### src/hdl/fcr_pkg.sv
// Shared types and constants for the framed command receiver.
// Used by every design module of the block; depends on nothing.
package fcr_pkg;

    // Configuration register indexes
    localparam logic [1:0] CFG_MAGIC   = 2'd0;
    localparam logic [1:0] CFG_SET_ALL = 2'd1;
    localparam logic [1:0] CFG_ACK     = 2'd2;

    // Reset values of the configuration registers
    localparam logic [7:0] MAGIC_RESET   = 8'hAA;
    localparam logic [7:0] SET_ALL_RESET = 8'h00;
    localparam logic [7:0] ACK_RESET     = 8'h00;

    // Checksum mask and position ceiling
    localparam logic [7:0] CHECK_MASK = 8'h7F;
    localparam logic [8:0] POS_MAX    = 9'd511;

    // Ack queue depth
    localparam int QUEUE_DEPTH = 2;

    // Parser phase
    typedef enum logic [1:0] {
        PH_IDLE,
        PH_HEADER,
        PH_DATA
    } phase_t;

    // Position of the byte being sent within an acknowledge
    typedef enum logic [1:0] {
        SLOT_MAGIC,
        SLOT_CODE,
        SLOT_ZERO
    } ack_slot_t;

    // One accepted frame waiting to be acknowledged
    typedef struct packed {
        logic [7:0] command;
        logic       set_all;
    } ack_req_t;

    // Queue fill status seen by the top level and by back
    typedef struct packed {
        logic full;
        logic empty;
    } q_status_t;

endpackage

### src/hdl/fcr_front.sv
// Front end: parses received bytes into frames and posts an ack request
// for every accepted frame. Depends on fcr_pkg.
module fcr_front
    import fcr_pkg::*;
(
    input  logic       aclk,
    input  logic       aresetn,
    input  logic       accept,
    input  logic [7:0] rx_byte,
    input  logic       powered,
    input  logic [7:0] magic_byte,
    input  logic [7:0] set_all_code,
    output logic       push,
    output ack_req_t   push_req
);

    phase_t     phase_reg, phase_next;
    logic [8:0] pos_reg, pos_next;
    logic [7:0] len_reg, len_next;
    logic [7:0] cmd_reg, cmd_next;
    logic [7:0] xor_reg, xor_next;

    // Hold parser state
    always_ff @(posedge aclk) begin
        if (!aresetn) begin
            phase_reg <= PH_IDLE;
            pos_reg   <= '0;
            len_reg   <= '0;
            cmd_reg   <= '0;
            xor_reg   <= '0;
        end else begin
            phase_reg <= phase_next;
            pos_reg   <= pos_next;
            len_reg   <= len_next;
            cmd_reg   <= cmd_next;
            xor_reg   <= xor_next;
        end
    end

    // Advance the parser by one byte; a magic byte always restarts the frame
    always_comb begin
        phase_next = phase_reg;
        pos_next   = pos_reg;
        len_next   = len_reg;
        cmd_next   = cmd_reg;
        xor_next   = xor_reg;
        push       = 1'b0;
        if (accept && powered) begin
            if (rx_byte == magic_byte) begin
                phase_next = PH_HEADER;
                pos_next   = 9'd1;
                xor_next   = '0;
            end else begin
                case (phase_reg)
                    PH_HEADER: begin
                        if (pos_reg == 9'd1) begin
                            cmd_next = rx_byte;
                            pos_next = 9'd2;
                        end else begin
                            len_next = rx_byte;
                            if (rx_byte == 8'd0) begin
                                push       = 1'b1;
                                phase_next = PH_IDLE;
                                pos_next   = '0;
                            end else begin
                                phase_next = PH_DATA;
                                pos_next   = 9'd3;
                                xor_next   = '0;
                            end
                        end
                    end
                    PH_DATA: begin
                        if ({1'b0, pos_reg} < ({2'b00, len_reg} + 10'd2)) begin
                            xor_next = xor_reg ^ rx_byte;
                            if (pos_reg < POS_MAX) begin
                                pos_next = pos_reg + 9'd1;
                            end
                        end else begin
                            // Checksum byte: accept on match, drop otherwise
                            push       = ((xor_reg & CHECK_MASK) == rx_byte);
                            phase_next = PH_IDLE;
                            pos_next   = '0;
                        end
                    end
                    default: begin
                        // Idle: drop non-magic bytes
                    end
                endcase
            end
        end
    end

    assign push_req.command = cmd_reg;
    assign push_req.set_all = (cmd_reg == set_all_code);

endmodule

### src/hdl/fcr_queue.sv
// Short queue of ack requests between the parser and the ack sender.
// Depends on fcr_pkg.
module fcr_queue
    import fcr_pkg::*;
(
    input  logic      aclk,
    input  logic      aresetn,
    input  logic      push,
    input  ack_req_t  push_req,
    input  logic      pop,
    output ack_req_t  head_req,
    output q_status_t status
);

    localparam int PTR_W = $clog2(QUEUE_DEPTH);

    ack_req_t           mem_reg [QUEUE_DEPTH];
    logic [PTR_W-1:0]   wr_ptr_reg, wr_ptr_next;
    logic [PTR_W-1:0]   rd_ptr_reg, rd_ptr_next;
    logic [PTR_W:0]     count_reg, count_next;

    // Advance pointers and fill count
    always_comb begin
        wr_ptr_next = wr_ptr_reg;
        rd_ptr_next = rd_ptr_reg;
        count_next  = count_reg;
        if (push) begin
            wr_ptr_next = (wr_ptr_reg == PTR_W'(QUEUE_DEPTH - 1)) ? '0 : wr_ptr_reg + 1'b1;
        end
        if (pop) begin
            rd_ptr_next = (rd_ptr_reg == PTR_W'(QUEUE_DEPTH - 1)) ? '0 : rd_ptr_reg + 1'b1;
        end
        case ({push, pop})
            2'b10:   count_next = count_reg + 1'b1;
            2'b01:   count_next = count_reg - 1'b1;
            default: count_next = count_reg;
        endcase
    end

    always_ff @(posedge aclk) begin
        if (!aresetn) begin
            wr_ptr_reg <= '0;
            rd_ptr_reg <= '0;
            count_reg  <= '0;
        end else begin
            wr_ptr_reg <= wr_ptr_next;
            rd_ptr_reg <= rd_ptr_next;
            count_reg  <= count_next;
        end
    end

    // Store entries
    always_ff @(posedge aclk) begin
        if (push) begin
            mem_reg[wr_ptr_reg] <= push_req;
        end
    end

    assign head_req     = mem_reg[rd_ptr_reg];
    assign status.full  = (count_reg == (PTR_W+1)'(QUEUE_DEPTH));
    assign status.empty = (count_reg == '0);

endmodule

### src/hdl/fcr_back.sv
// Back end: sends the three acknowledge bytes for each queued request.
// Depends on fcr_pkg.
module fcr_back
    import fcr_pkg::*;
(
    input  logic       aclk,
    input  logic       aresetn,
    input  ack_req_t   head_req,
    input  q_status_t  q_status,
    output logic       pop,
    input  logic [7:0] magic_byte,
    input  logic [7:0] ack_code,
    output logic       m_tvalid,
    input  logic       m_tready,
    output logic [15:0] m_tdata,
    output logic       m_tlast,
    output logic       m_tuser
);

    ack_slot_t slot_reg, slot_next;
    logic      valid_reg, valid_next;
    ack_req_t  req_reg, req_next;
    logic      load;
    logic [7:0] tx_byte;

    // Slot and valid registers
    always_ff @(posedge aclk) begin
        if (!aresetn) begin
            slot_reg  <= SLOT_MAGIC;
            valid_reg <= 1'b0;
        end else begin
            slot_reg  <= slot_next;
            valid_reg <= valid_next;
        end
    end

    // Hold the request being acknowledged
    always_ff @(posedge aclk) begin
        req_reg <= req_next;
    end

    // Step through the reply; take the next request as the last byte leaves
    always_comb begin
        load       = !q_status.empty &&
                     (!valid_reg || (m_tready && slot_reg == SLOT_ZERO));
        slot_next  = slot_reg;
        valid_next = valid_reg;
        req_next   = req_reg;
        if (valid_reg && m_tready) begin
            case (slot_reg)
                SLOT_MAGIC: slot_next = SLOT_CODE;
                SLOT_CODE:  slot_next = SLOT_ZERO;
                default:    valid_next = 1'b0;
            endcase
        end
        if (load) begin
            valid_next = 1'b1;
            slot_next  = SLOT_MAGIC;
            req_next   = head_req;
        end
    end

    // Select the byte for the current slot
    always_comb begin
        case (slot_reg)
            SLOT_MAGIC: tx_byte = magic_byte;
            SLOT_CODE:  tx_byte = ack_code;
            default:    tx_byte = 8'h00;
        endcase
    end

    assign pop      = load;
    assign m_tvalid = valid_reg;
    assign m_tdata  = {req_reg.command, tx_byte};
    assign m_tlast  = (slot_reg == SLOT_ZERO);
    assign m_tuser  = req_reg.set_all;

endmodule

### src/hdl/framed_command_receiver.sv
// Framed command receiver: deframes received bytes and acknowledges frames.
// Usage:
//   s_ channel carries one received byte per transaction, with the power
//   flag in s_tuser; bytes with the flag low are dropped. A frame is the
//   magic byte, command, length L, L-1 data bytes and a checksum equal to
//   the XOR of the data bytes masked to 7 bits. A magic byte always
//   restarts a frame.
//   m_ channel returns three transactions per accepted frame: magic byte,
//   ack code, zero (tlast on the zero), each with the frame's command and
//   set-all flag.
//   cfg_ channel writes magic (0), set-all code (1) and ack code (2);
//   write only while the block is idle.
// Throughput: one input byte per cycle while the request queue is not full.
//   The first ack byte of a frame appears once its request is written to
//   the queue and then loaded into the ack sender register; the three ack
//   bytes then go out one per cycle while m_tready is high.
// Stalls: a two-entry request queue separates parser and ack sender;
//   s_tready drops only while that queue is full.
// Reset: aresetn low clears the parser to idle, empties the queue and
//   restores the register reset values (magic 0xAA, codes 0).
module framed_command_receiver
    import fcr_pkg::*;
(
    input  logic        aclk,
    input  logic        aresetn,
    input  logic        s_tvalid,
    output logic        s_tready,
    input  logic [7:0]  s_tdata,   // [7:0] rx_byte
    input  logic        s_tuser,   // [0] powered
    output logic        m_tvalid,
    input  logic        m_tready,
    output logic [15:0] m_tdata,   // [7:0] tx_byte, [15:8] command
    output logic        m_tlast,
    output logic        m_tuser,   // [0] set_all_request
    input  logic        cfg_valid,
    output logic        cfg_ready,
    input  logic [1:0]  cfg_index,
    input  logic [7:0]  cfg_data
);

    logic [7:0] magic_reg;
    logic [7:0] set_all_reg;
    logic [7:0] ack_reg;
    logic       push;
    logic       pop;
    ack_req_t   push_req;
    ack_req_t   head_req;
    q_status_t  q_status;

    // Configuration registers
    assign cfg_ready = 1'b1;

    always_ff @(posedge aclk) begin
        if (!aresetn) begin
            magic_reg   <= MAGIC_RESET;
            set_all_reg <= SET_ALL_RESET;
            ack_reg     <= ACK_RESET;
        end else if (cfg_valid && cfg_ready) begin
            case (cfg_index)
                CFG_MAGIC:   magic_reg   <= cfg_data;
                CFG_SET_ALL: set_all_reg <= cfg_data;
                CFG_ACK:     ack_reg     <= cfg_data;
                default:     ;
            endcase
        end
    end

    assign s_tready = !q_status.full;

    fcr_front u_front (
        .aclk         (aclk),
        .aresetn      (aresetn),
        .accept       (s_tvalid && s_tready),
        .rx_byte      (s_tdata),
        .powered      (s_tuser),
        .magic_byte   (magic_reg),
        .set_all_code (set_all_reg),
        .push         (push),
        .push_req     (push_req)
    );

    fcr_queue u_queue (
        .aclk     (aclk),
        .aresetn  (aresetn),
        .push     (push),
        .push_req (push_req),
        .pop      (pop),
        .head_req (head_req),
        .status   (q_status)
    );

    fcr_back u_back (
        .aclk       (aclk),
        .aresetn    (aresetn),
        .head_req   (head_req),
        .q_status   (q_status),
        .pop        (pop),
        .magic_byte (magic_reg),
        .ack_code   (ack_reg),
        .m_tvalid   (m_tvalid),
        .m_tready   (m_tready),
        .m_tdata    (m_tdata),
        .m_tlast    (m_tlast),
        .m_tuser    (m_tuser)
    );

endmodule

### config.mk
export PLATFORM = sky130hd
export DESIGN_NAME = framed_command_receiver
export DESIGN_NICKNAME = d
export VERILOG_FILES = /design/src/hdl/fcr_pkg.sv /design/src/hdl/fcr_front.sv /design/src/hdl/fcr_queue.sv /design/src/hdl/fcr_back.sv /design/src/hdl/framed_command_receiver.sv
export SDC_FILE = /design/constraint.sdc
export NUM_CORES = 1
export LEC_CHECK = 0
export ABC_AREA = 1
export BUFFER_PORTS_ARGS = -buffer_cell sky130_fd_sc_hd__buf_2
export CELL_PAD_IN_SITES_DETAIL_PLACEMENT = 1
export CELL_PAD_IN_SITES_GLOBAL_PLACEMENT = 1
export CORE_ASPECT_RATIO = 0.75
export CORE_MARGIN = 10
export CORE_UTILIZATION = 44
export CTS_CLUSTER_DIAMETER = 120
export DETAILED_ROUTE_END_ITERATION = 12
export PLACE_DENSITY_LB_ADDON = 0.1
export SLEW_MARGIN = 5
export SYNTH_ARGS = -nofsm -noshare
export SYNTH_HDL_FRONTEND = slang
export SYNTH_HIERARCHICAL = 1
export SYNTH_SLANG_ARGS = --single-unit
### constraint.sdc
create_clock -name aclk -period 3.9 [get_ports aclk]
set_input_delay 0.78 -clock aclk [delete_from_list [all_inputs] [get_ports aclk]]
set_output_delay 0.78 -clock aclk [all_outputs]
set_load 0.005 [all_outputs]
# Word level (Yosys, flattened, before mapping)
# Memories as Yosys holds them, arrays and structs flattened. A register that Yosys moved wholly into a read port is not among the register bits.
# Index checks and enable logic that the tools add are counted.
# totals
ram_bits,18
n_memories,1
word_cells,106
in_bits,24
out_inout_bits,21
reg_bits,66
# op_classes
mux,32
bitwise_logic,4
order_cmp,2
addsub,6
n_reduce_logical,29
eq_ne,19
# mem_list
memory,depth,word_bits,read_ports,rd_clocked_by_memory_dff,write_ports,line_no,source
u_queue.mem_reg,2,9,1,1,1,fcr_queue.sv:17,ack_req_t mem_reg [QUEUE_DEPTH];
# op_table
operator,n
$mux 9,4
$mux 8,4
$pmux 8 s2,2
$pmux 9 s2,1
$eq 8x8->1,2
$mux 1,12
$pmux 2 s2,3
$reduce_and 4->1,3
$eq 2x2->1 const B,5
$lt 9x10->1,1
$mux 2,5
$reduce_and 2->1,5
$add 8x2->9 const B,1
$add 9x1->9 const B,1
$eq 9x1->1 const B,1
$lt 9x9->1 const B,1
$ne 3x2->1 const B,3
$eq 2x1->1 const B,4
$eq 7x8->1,1
$logic_not 8->1,1
$xor 8x8->8,1
$logic_not 2->1,3
$reduce_bool 2->1,3
$logic_and 1x1->1,5
other kinds (14),20

# Longest topological paths before layout
# Gate-level depths: netlist of the first run.
# logic_depth
depth_word,8
depth_mapped,19
depth_no_buf,19

# Hierarchy
# Netlist of the first run, hierarchy kept.
# by_module_without_submodules
module,area_per_inst_um2,seq_area_each_um2,n_inst,cells_per_inst
fcr_front,2401.1,680.7,1,375
framed_command_receiver,1046.0,480.5,1,153
fcr_queue,913.4,640.6,1,63
fcr_back,523.0,330.3,1,55

# Worst setup path after synthesis of the first run
# OpenSTA, ideal clock, no wires.
# synth_timing
kind,register to register
from,register u_front.len_reg[1]
to,"memory u_queue/mem_reg[0][0] (netlist name), enable pin"
required_time_ns,3.526
setup_ns,0.374
path_buffers,0
setup_slack_ns,1.111
t_arrival_ns,2.415
synth_period_minus_slack_ns,2.789
stages_incl_launch_ff,15
path_cell_list,dfxtp_1 inv_1 nor3_1 nand3_1 nor2_1 nand2_1 ha_1 nand2_1 nor2_1 nand3_1 nand3_1 nand4_1 a21oi_1 inv_1 nor2_1
# synth_between
elab_chain_len,8
# synth_lines
item,line_no,source
from (decl),fcr_front.sv:19,"logic [7:0] len_reg, len_next;"
from (signal assigned),fcr_front.sv:34,len_reg <= len_next;
$add 8x2->9,fcr_front.sv:73,"if ({1'b0, pos_reg} < ({2'b00, len_reg} + 10'd2)) begin"
$lt 9x10->1,fcr_front.sv:73,
$mux 1,fcr_front.sv:73,
$pmux 1 s2,fcr_front.sv:54,case (phase_reg)
$mux 1,fcr_front.sv:49,if (rx_byte == magic_byte) begin
$mux 1,fcr_front.sv:48,if (accept && powered) begin
net push,framed_command_receiver.sv:44,logic push;
$mux 1,fcr_queue.sv:54,if (push) begin
$mux 1 (implied by the code),fcr_queue.sv:55,mem_reg[wr_ptr_reg] <= push_req;
to (decl),fcr_queue.sv:17,
# The timed path passes the listed nets, and every way through them passes these cells.

# Worst setup path after layout of the first run
# Same ends and word-level chain as after synthesis.

==> results.json, run 1 <==
{
  "outcome": "complete, no violations",
  "tritoncts": "yes",
  "routabilityCongestion": 0.833,
  "dpl.cell_count": 814,
  "crit_path_max_incr_delay_ps": 550,
  "cts.repair.resized": 0,
  "cts.repair_timing.setup_buffer_count": 0,
  "syn-mean-instance-area_um2": 7.56,
  "antenna_cells_inserted": 0,
  "ys_seq_elements": 93,
  "max-slew-margin-rel": 0.481,
  "vertical_extent_of_the_die_um": 111,
  "layout.cells.non_filler": 830,
  "x_dimension_of_the_die_um": 142,
  "pwr-share-clk": 0.404,
  "synthesis.yosys.warnings": 6,
  "wl_per_cell_um": 16.3,
  "vias_in_the_first_global_route": 4480,
  "cts-buffers-inserted": 9,
  "postLayoutCoreUtil": 0.501,
  "whs_endpoint": "u_front/len_reg[0]",
  "drive_gt1_frac": 0.125,
  "worst_ep_required_time_ps": 3880,
  "number_of_standard_cells_after_synthesis": 646,
  "worstPathBufferInverterCount": 2,
  "timing.clock.skew_ps": 7.44,
  "number_of_nets_at_the_end_of_the_flow": 723,
  "p_leak_nw": 2.45,
  "ctsHtreeMaxLevel": 3,
  "synth.yosys.seq_area_share": 0.437,
  "area_delta_synth_final_pct": 11.9,
  "yosysMostFrequentCell": "sky130_fd_sc_hd__nand2_1",
  "switching_power_w": 0.000614,
  "global_route.overflow_total": 0,
  "routed.top_layer": "met4",
  "synth.area.top_cells": "sky130_fd_sc_hd__dfxtp_1 (27%), sky130_fd_sc_hd__edfxtp_1 (17%), sky130_fd_sc_hd__nand2_1 (11%)",
  "max_freq_mhz": 298,
  "synthesis.area_um2": 4880,
  "grt_start_max_net_pins": 39,
  "clk_root_buffer_cell": "sky130_fd_sc_hd__clkbuf_16",
  "viasPerCell": 5.12,
  "finalCritPeriodShare": 0.859,
  "drt-pass1-iter-count": 5,
  "finalWorstPathRequiredPeriod_ps": 3350,
  "total_met3_wirelength_after_detailed_routing_um": 647,
  "design.core.area_um2": 10900,
  "cp-start-kind": "flip-flop",
  "clock-sinks": 93,
  "m1WireLength_um": 6370,
  "detailed_place_hpwl_um": 10200,
  "ctsHoldBuffers": 0,
  "yosys.area.top_type_share": 0.271,
  "detailroute.wirelength.met2_um": 6360,
  "synth_top_cells_by_count": "sky130_fd_sc_hd__nand2_1 (149), sky130_fd_sc_hd__nor2_1 (111), sky130_fd_sc_hd__inv_1 (87)",
  "max_ir_drop_vdd_mv": 0.195,
  "timing.final.max_slew_violations": 0,
  "timing.rr.start": "u_front/len_reg[1]",
  "setup.worst_path.class": "reg2reg",
  "power_switching_share": 0.280,
  "dieArea_um2": 15800,
  "critical_path.cell_chain": "inv_1 -> nor3_1 -> nand3_1 -> nor2_1 -> nand2_1 -> ha_1 -> nand2_1 -> nor2_1 -> nand3_1 -> nand3_1 -> nand4_1 -> a21oi_1 -> inv_1 -> nor2_1",
  "worst-slew-pin-transition_ps": 775,
  "logic_gate_share_of_total_power": 0.112,
  "drv_cap": 0,
  "largest_register_ff_count": 18,
  "grtUsageTotal": 0.176,
  "hold_path_depth": 2,
  "pin_count": 45,
  "drc": 0,
  "crit_path_max_fanout": 9,
  "total_power_w": 0.00219,
  "finalSetupViolations": 0,
  "vias": 4249,
  "final_antenna_net_count": 0,
  "crit_slowest_cell": "sky130_fd_sc_hd__nor2_1",
  "grt_antenna_before_repair": 0,
  "netlist-cell-type-count": 33,
  "cp_top_family": "simple AND/OR/NAND/NOR gates",
  "clock_latency_ps": 350,
  "io_buffers": 43,
  "global_route_wire_length_before_repair_um": 22700,
  "timing.hold.worst.start": "u_front/len_reg[0]",
  "synth-async-reset-ratio": 0,
  "timing.setup.tns_ps": 0,
  "p_int_w": 0.00158,
  "ys_dominant_reg_cell": "sky130_fd_sc_hd__dfxtp_1",
  "cts_buffer_depth": 2,
  "synth_enable_flop_cells": 27,
  "std_cell_rows": 33,
  "power_density_nw_per_um2": 401,
  "timing.final.hold_violations": 0,
  "crit-reg2reg-capture": "u_queue/mem_reg[0][0]",
  "worstPathArrival_ps": 3330,
  "seqPwrFrac": 0.484,
  "floorplan.initialDensity": 0.448,
  "end_kind": "flip-flop",
  "unrepaired_setup_endpoints_after_global_routing": "no",
  "drt_iter0_markers": 195,
  "number_of_nets_produced_by_synthesis": 684,
  "worstRegToRegCells": 14,
  "synth.largest_area_cell": "sky130_fd_sc_hd__dfxtp_1",
  "reg2reg_setup_slack_ps": 550,
  "hold_class": "reg2reg",
  "route.final.wire_length_um": 13500,
  "worst_setup_hold_path_clk_slew_ps": 70
}
-- worst reg2reg max path: cells and delay by family, from the launching register on --
family	cells	cell delay (ps)
fa+ha+maj	1	290
compound gates	1	310
simple gates	10	1840
flops	1	380
buf+inv	2	190
-- metrics by stage --
step	setup WS (ps)	area, um2	hold WS (ps)
after floorplan	1110	4880	423
after global placement	741	5170	451
after detailed placement	586	5170	464
after CTS	536	5470	474
after global routing	188	5470	508
final	549	5470	469
-- per-layer routing --
layer | global-route usage | vias up
li1 | - | 2118
met2 | 0.288 | 70
met3 | 0.0420 | 17
met4 | 0.0387 | 0
met5 | 0 | -
met1 | 0.227 | 2044
-- final cells by class --
class	instances	area, um2
Clock buffer	9	225
Clock inverter	7	71.3
Fill cell	1416	5440
Inverter	91	342
Multi-Input combinational cell	444	2280
Sequential cell	93	2130
Tap cell	140	175
Timing Repair Buffer	46	238
-- cells in the final DEF (no fill, tap or decap), drive strengths merged --
cell / count
nand2: 153
o21bai: 1
inv: 96
buf: 46
o21ai: 20
a21oi: 31
nand4: 8
xor2: 8
nor3: 7
clkbuf: 9
dfxtp: 66
a21o: 1
nor4: 2
xnor2: 21
ha: 14
a21boi: 1
nand3: 52
mux2: 9
conb: 1
and2: 1
nor2: 113
edfxtp: 27
a31oi: 1
clkinv: 2
-- power groups by stage --
stage                     Combinational (W)  Sequential, W  Clock (W)
after global placement             0.000231        0.00108          0
after floorplan                    0.000157        0.00107          0
after CTS                          0.000248        0.00106   0.000907
final                              0.000246        0.00106   0.000887
after detailed placement           0.000243        0.00108          0
after global routing               0.000278        0.00107   0.000949
-- logic make-up (layout without fill, tap and decap cells) --
family                   count (synthesis)  in the layout  synth area share
AND/OR/NAND/NOR                        336            336             0.293
buffers and inverters                  109            153            0.0961
flip-flops                              93             93             0.437
AO/OA/AOI/OAI                           55             55            0.0582
XOR/XNOR                                29             29            0.0520
adder cells (fa/ha/maj)                 14             14            0.0359
multiplexers                             9              9            0.0277
other                                    1              1          0.000768
-- worst max path at each step --
stage | startpoint | end | cells after the start
global route | u_front/len_reg[1] | u_queue/mem_reg[0][8] | 14
detailed placement | u_front/len_reg[1] | u_queue/mem_reg[0][4] | 14
CTS | u_front/len_reg[1] | u_queue/mem_reg[0][0] | 14
floorplan | u_front/len_reg[1] | u_queue/mem_reg[0][0] | 14
finish | u_front/len_reg[1] | u_queue/mem_reg[0][0] | 14
global placement | u_front/len_reg[1] | u_queue/mem_reg[0][3] | 14
(Power assumes the default switching activity.)
==> run 2, diff against run 1 <==
--- a/config.mk
+++ b/config.mk
@@ -11,10 +11,11 @@
 export CELL_PAD_IN_SITES_GLOBAL_PLACEMENT = 1
 export CORE_ASPECT_RATIO = 0.75
 export CORE_MARGIN = 10
-export CORE_UTILIZATION = 44
+export CORE_UTILIZATION = 40
 export CTS_CLUSTER_DIAMETER = 120
 export DETAILED_ROUTE_END_ITERATION = 12
 export PLACE_DENSITY_LB_ADDON = 0.1
+export RECOVER_POWER = 100
 export SLEW_MARGIN = 5
 export SYNTH_ARGS = -nofsm -noshare
 export SYNTH_HDL_FRONTEND = slang
==> constraint.sdc (replaced) <==
create_clock -name aclk -period 2.9 [get_ports aclk]
set_input_delay 0.58 -clock aclk [delete_from_list [all_inputs] [get_ports aclk]]
set_output_delay 0.58 -clock aclk [all_outputs]
set_load 0.005 [all_outputs]
==> results.json, run 2 (synthesized netlist as in run 1, its figures left out) <==
{
  "clk_root_buffer_cell": "sky130_fd_sc_hd__clkbuf_16",
  "failing_checks": "max-capacitance violations, max-slew violations",
  "global_route.overflow_total": 0,
  "cp-start-kind": "flip-flop",
  "route.final.wire_length_um": 13600,
  "drv_cap": 1,
  "timing.hold.worst.start": "u_front/len_reg[0]",
  "worstPathArrival_ps": 2830,
  "reg2reg_setup_slack_ps": 130,
  "clock_latency_ps": 350,
  "timing.clock.skew_ps": 12.1,
  "end_kind": "flip-flop",
  "drt-pass1-iter-count": 4,
  "setup.worst_path.class": "reg2reg",
  "crit_path_max_fanout": 5,
  "total_power_w": 0.00291,
  "max_ir_drop_vdd_mv": 0.288,
  "crit-reg2reg-capture": "u_queue/mem_reg[0][6]",
  "pin_count": 45,
  "worst_setup_hold_path_clk_slew_ps": 70,
  "tritoncts": "yes",
  "wl_per_cell_um": 15.6,
  "max_freq_mhz": 361,
  "layout_common_cells": "sky130_fd_sc_hd__nand2_1 (146), sky130_fd_sc_hd__nor2_1 (109), sky130_fd_sc_hd__inv_1 (86)",
  "grt_antenna_before_repair": 0,
  "multi_input_comb_area_um2": 2330,
  "p_leak_nw": 2.45,
  "outcome": "complete, but fails checks",
  "cts-buffers-inserted": 9,
  "number_of_nets_at_the_end_of_the_flow": 738,
  "timing.final.hold_violations": 0,
  "area_delta_synth_final_pct": 15.1,
  "vias": 4160,
  "grtUsageTotal": 0.160,
  "finalSetupViolations": 0,
  "timing.setup.tns_ps": 0,
  "finalWorstPathRequiredPeriod_ps": 2770,
  "viasPerCell": 4.80,
  "antenna_cells_inserted": 0,
  "worst_ep_required_time_ps": 2960,
  "largest_register_ff_count": 18,
  "vias_in_the_first_global_route": 4373,
  "power_density_nw_per_um2": 517,
  "floorplan.initialDensity": 0.414,
  "seqCellArea_um2": 2140,
  "dieArea_um2": 17100,
  "x_dimension_of_the_die_um": 148,
  "ctsHtreeMaxLevel": 3,
  "vertical_extent_of_the_die_um": 116,
  "global_route_wire_length_before_repair_um": 22100,
  "timing.rr.start": "u_front/len_reg[2]",
  "worst-slew-pin-transition_ps": 1650,
  "critical_path.startpoint": "u_front/len_reg[2]",
  "timing.final.max_slew_violations": 39,
  "io_buffers": 43,
  "grt_start_max_net_pins": 39,
  "hold_class": "reg2reg",
  "design.core.area_um2": 11800,
  "worstRegToRegCells": 15,
  "drc": 0,
  "finalCritPeriodShare": 0.955,
  "whs_endpoint": "u_front/len_reg[0]",
  "final_antenna_net_count": 0,
  "clock-sinks": 93,
  "routabilityCongestion": 0.840,
  "cts_buffer_depth": 2,
  "drive_gt1_frac": 0.123,
  "drt_iter0_markers": 179,
  "detailed_place_hpwl_um": 10200,
  "hold_path_depth": 2,
  "cts.repair_timing.setup_buffer_count": 0,
  "layout.cells.most_common": "sky130_fd_sc_hd__nand2_1",
  "fillers": 1504,
  "std_cell_rows": 34,
  "max-slew-margin-rel": -0.103
}
==> run 2: cell types whose count changed in the layout (fill, tap and decap cells not counted), moves of 3 or more <==
cell                       change
sky130_fd_sc_hd__o21ai_0       +3
sky130_fd_sc_hd__mux2_4        -9
sky130_fd_sc_hd__buf_4        +10
sky130_fd_sc_hd__nand2_1       -3
sky130_fd_sc_hd__ha_4          +3
sky130_fd_sc_hd__o21ai_1       -3
sky130_fd_sc_hd__mux2_1        +9
sky130_fd_sc_hd__nand2_2       +3
sky130_fd_sc_hd__dfxtp_1       -3
sky130_fd_sc_hd__nand3_1       -4
sky130_fd_sc_hd__buf_2        -18
sky130_fd_sc_hd__ha_1          -3
sky130_fd_sc_hd__nand3_2       +4
sky130_fd_sc_hd__clkbuf_1     +23
==> run 2: metrics by stage <==
stage	worst slack (ps)	std cells	cell area, um2	hold slack (ps)	utilization
2_1_floorplan	111	646	4880	423	-
3_3_place_gp	31.9	850	5300	462	0.450
3_5_place_dp	-148	850	5300	482	0.450
4_1_cts	3.92	866	5620	504	0.477
5_1_grt	-14.0	867	5620	515	0.477
6_report	131	867	5620	488	0.477
==> run 2: final cells by class <==
cell class                      count  area share
Tap cell                          162      0.0361
Inverter                           91      0.0608
Clock buffer                        9      0.0401
Timing Repair Buffer               61      0.0550
Sequential cell                    93       0.380
Multi-Input combinational cell    444       0.415
Clock inverter                      7      0.0129
==> run 2: where the power goes <==
group	leakage, nW	internal (W)	switching, W
sequential	0.785	0.00138	0.0000379
clock	0.143	0.000609	0.000565
combinational	1.52	0.000113	0.000200
==> run 2: critical path, stage by stage, from the launching register on <==
cell                      delay (ps)
sky130_fd_sc_hd__dfxtp_2         370
sky130_fd_sc_hd__inv_1            70
sky130_fd_sc_hd__nor3_2          210
sky130_fd_sc_hd__nand3_2         130
sky130_fd_sc_hd__xor2_1          170
sky130_fd_sc_hd__ha_1            330
sky130_fd_sc_hd__nand2_2          80
sky130_fd_sc_hd__nor2_4          130
sky130_fd_sc_hd__nand3_2         100
sky130_fd_sc_hd__nand3_2          80
sky130_fd_sc_hd__nand4_1         120
sky130_fd_sc_hd__a21oi_2         230
sky130_fd_sc_hd__inv_2            80
sky130_fd_sc_hd__buf_4           130
sky130_fd_sc_hd__nor2_2          100
sky130_fd_sc_hd__buf_4           160
==> run 2: how the worst max path moves through the flow <==
stage / end / slack, ps / depth (start not counted)
2_1_floorplan: u_queue/mem_reg[0][0] / 110 / 14
3_3_place_gp: u_queue/count_reg[1] / 30 / 19
3_5_place_dp: u_queue/count_reg[1] / -150 / 19
4_1_cts: u_queue/count_reg[1] / 4 / 19
5_1_grt: u_queue/mem_reg[0][5] / -10 / 15
6_report: u_queue/mem_reg[0][6] / 130 / 15
==> run 2: repair_timing <==
action | CTS | global route
endpoints found under the hold margin | 0 | 0
hold buffers | 0 | 0
gates resized for setup | 5 | 22
pin swaps | 2 | 10
endpoints found under the setup margin | 20 | 22
cloned | 0 | 1
==> run 2: routing by layer <==
metal	share of wire	global-route usage	vias to the layer above
li1	-	-	2135
met1	0.50	0.214	1960
met2	0.46	0.257	59
met3	0.032	0.0382	6
met4	0.0068	0.0408	0
met5	0	0	-
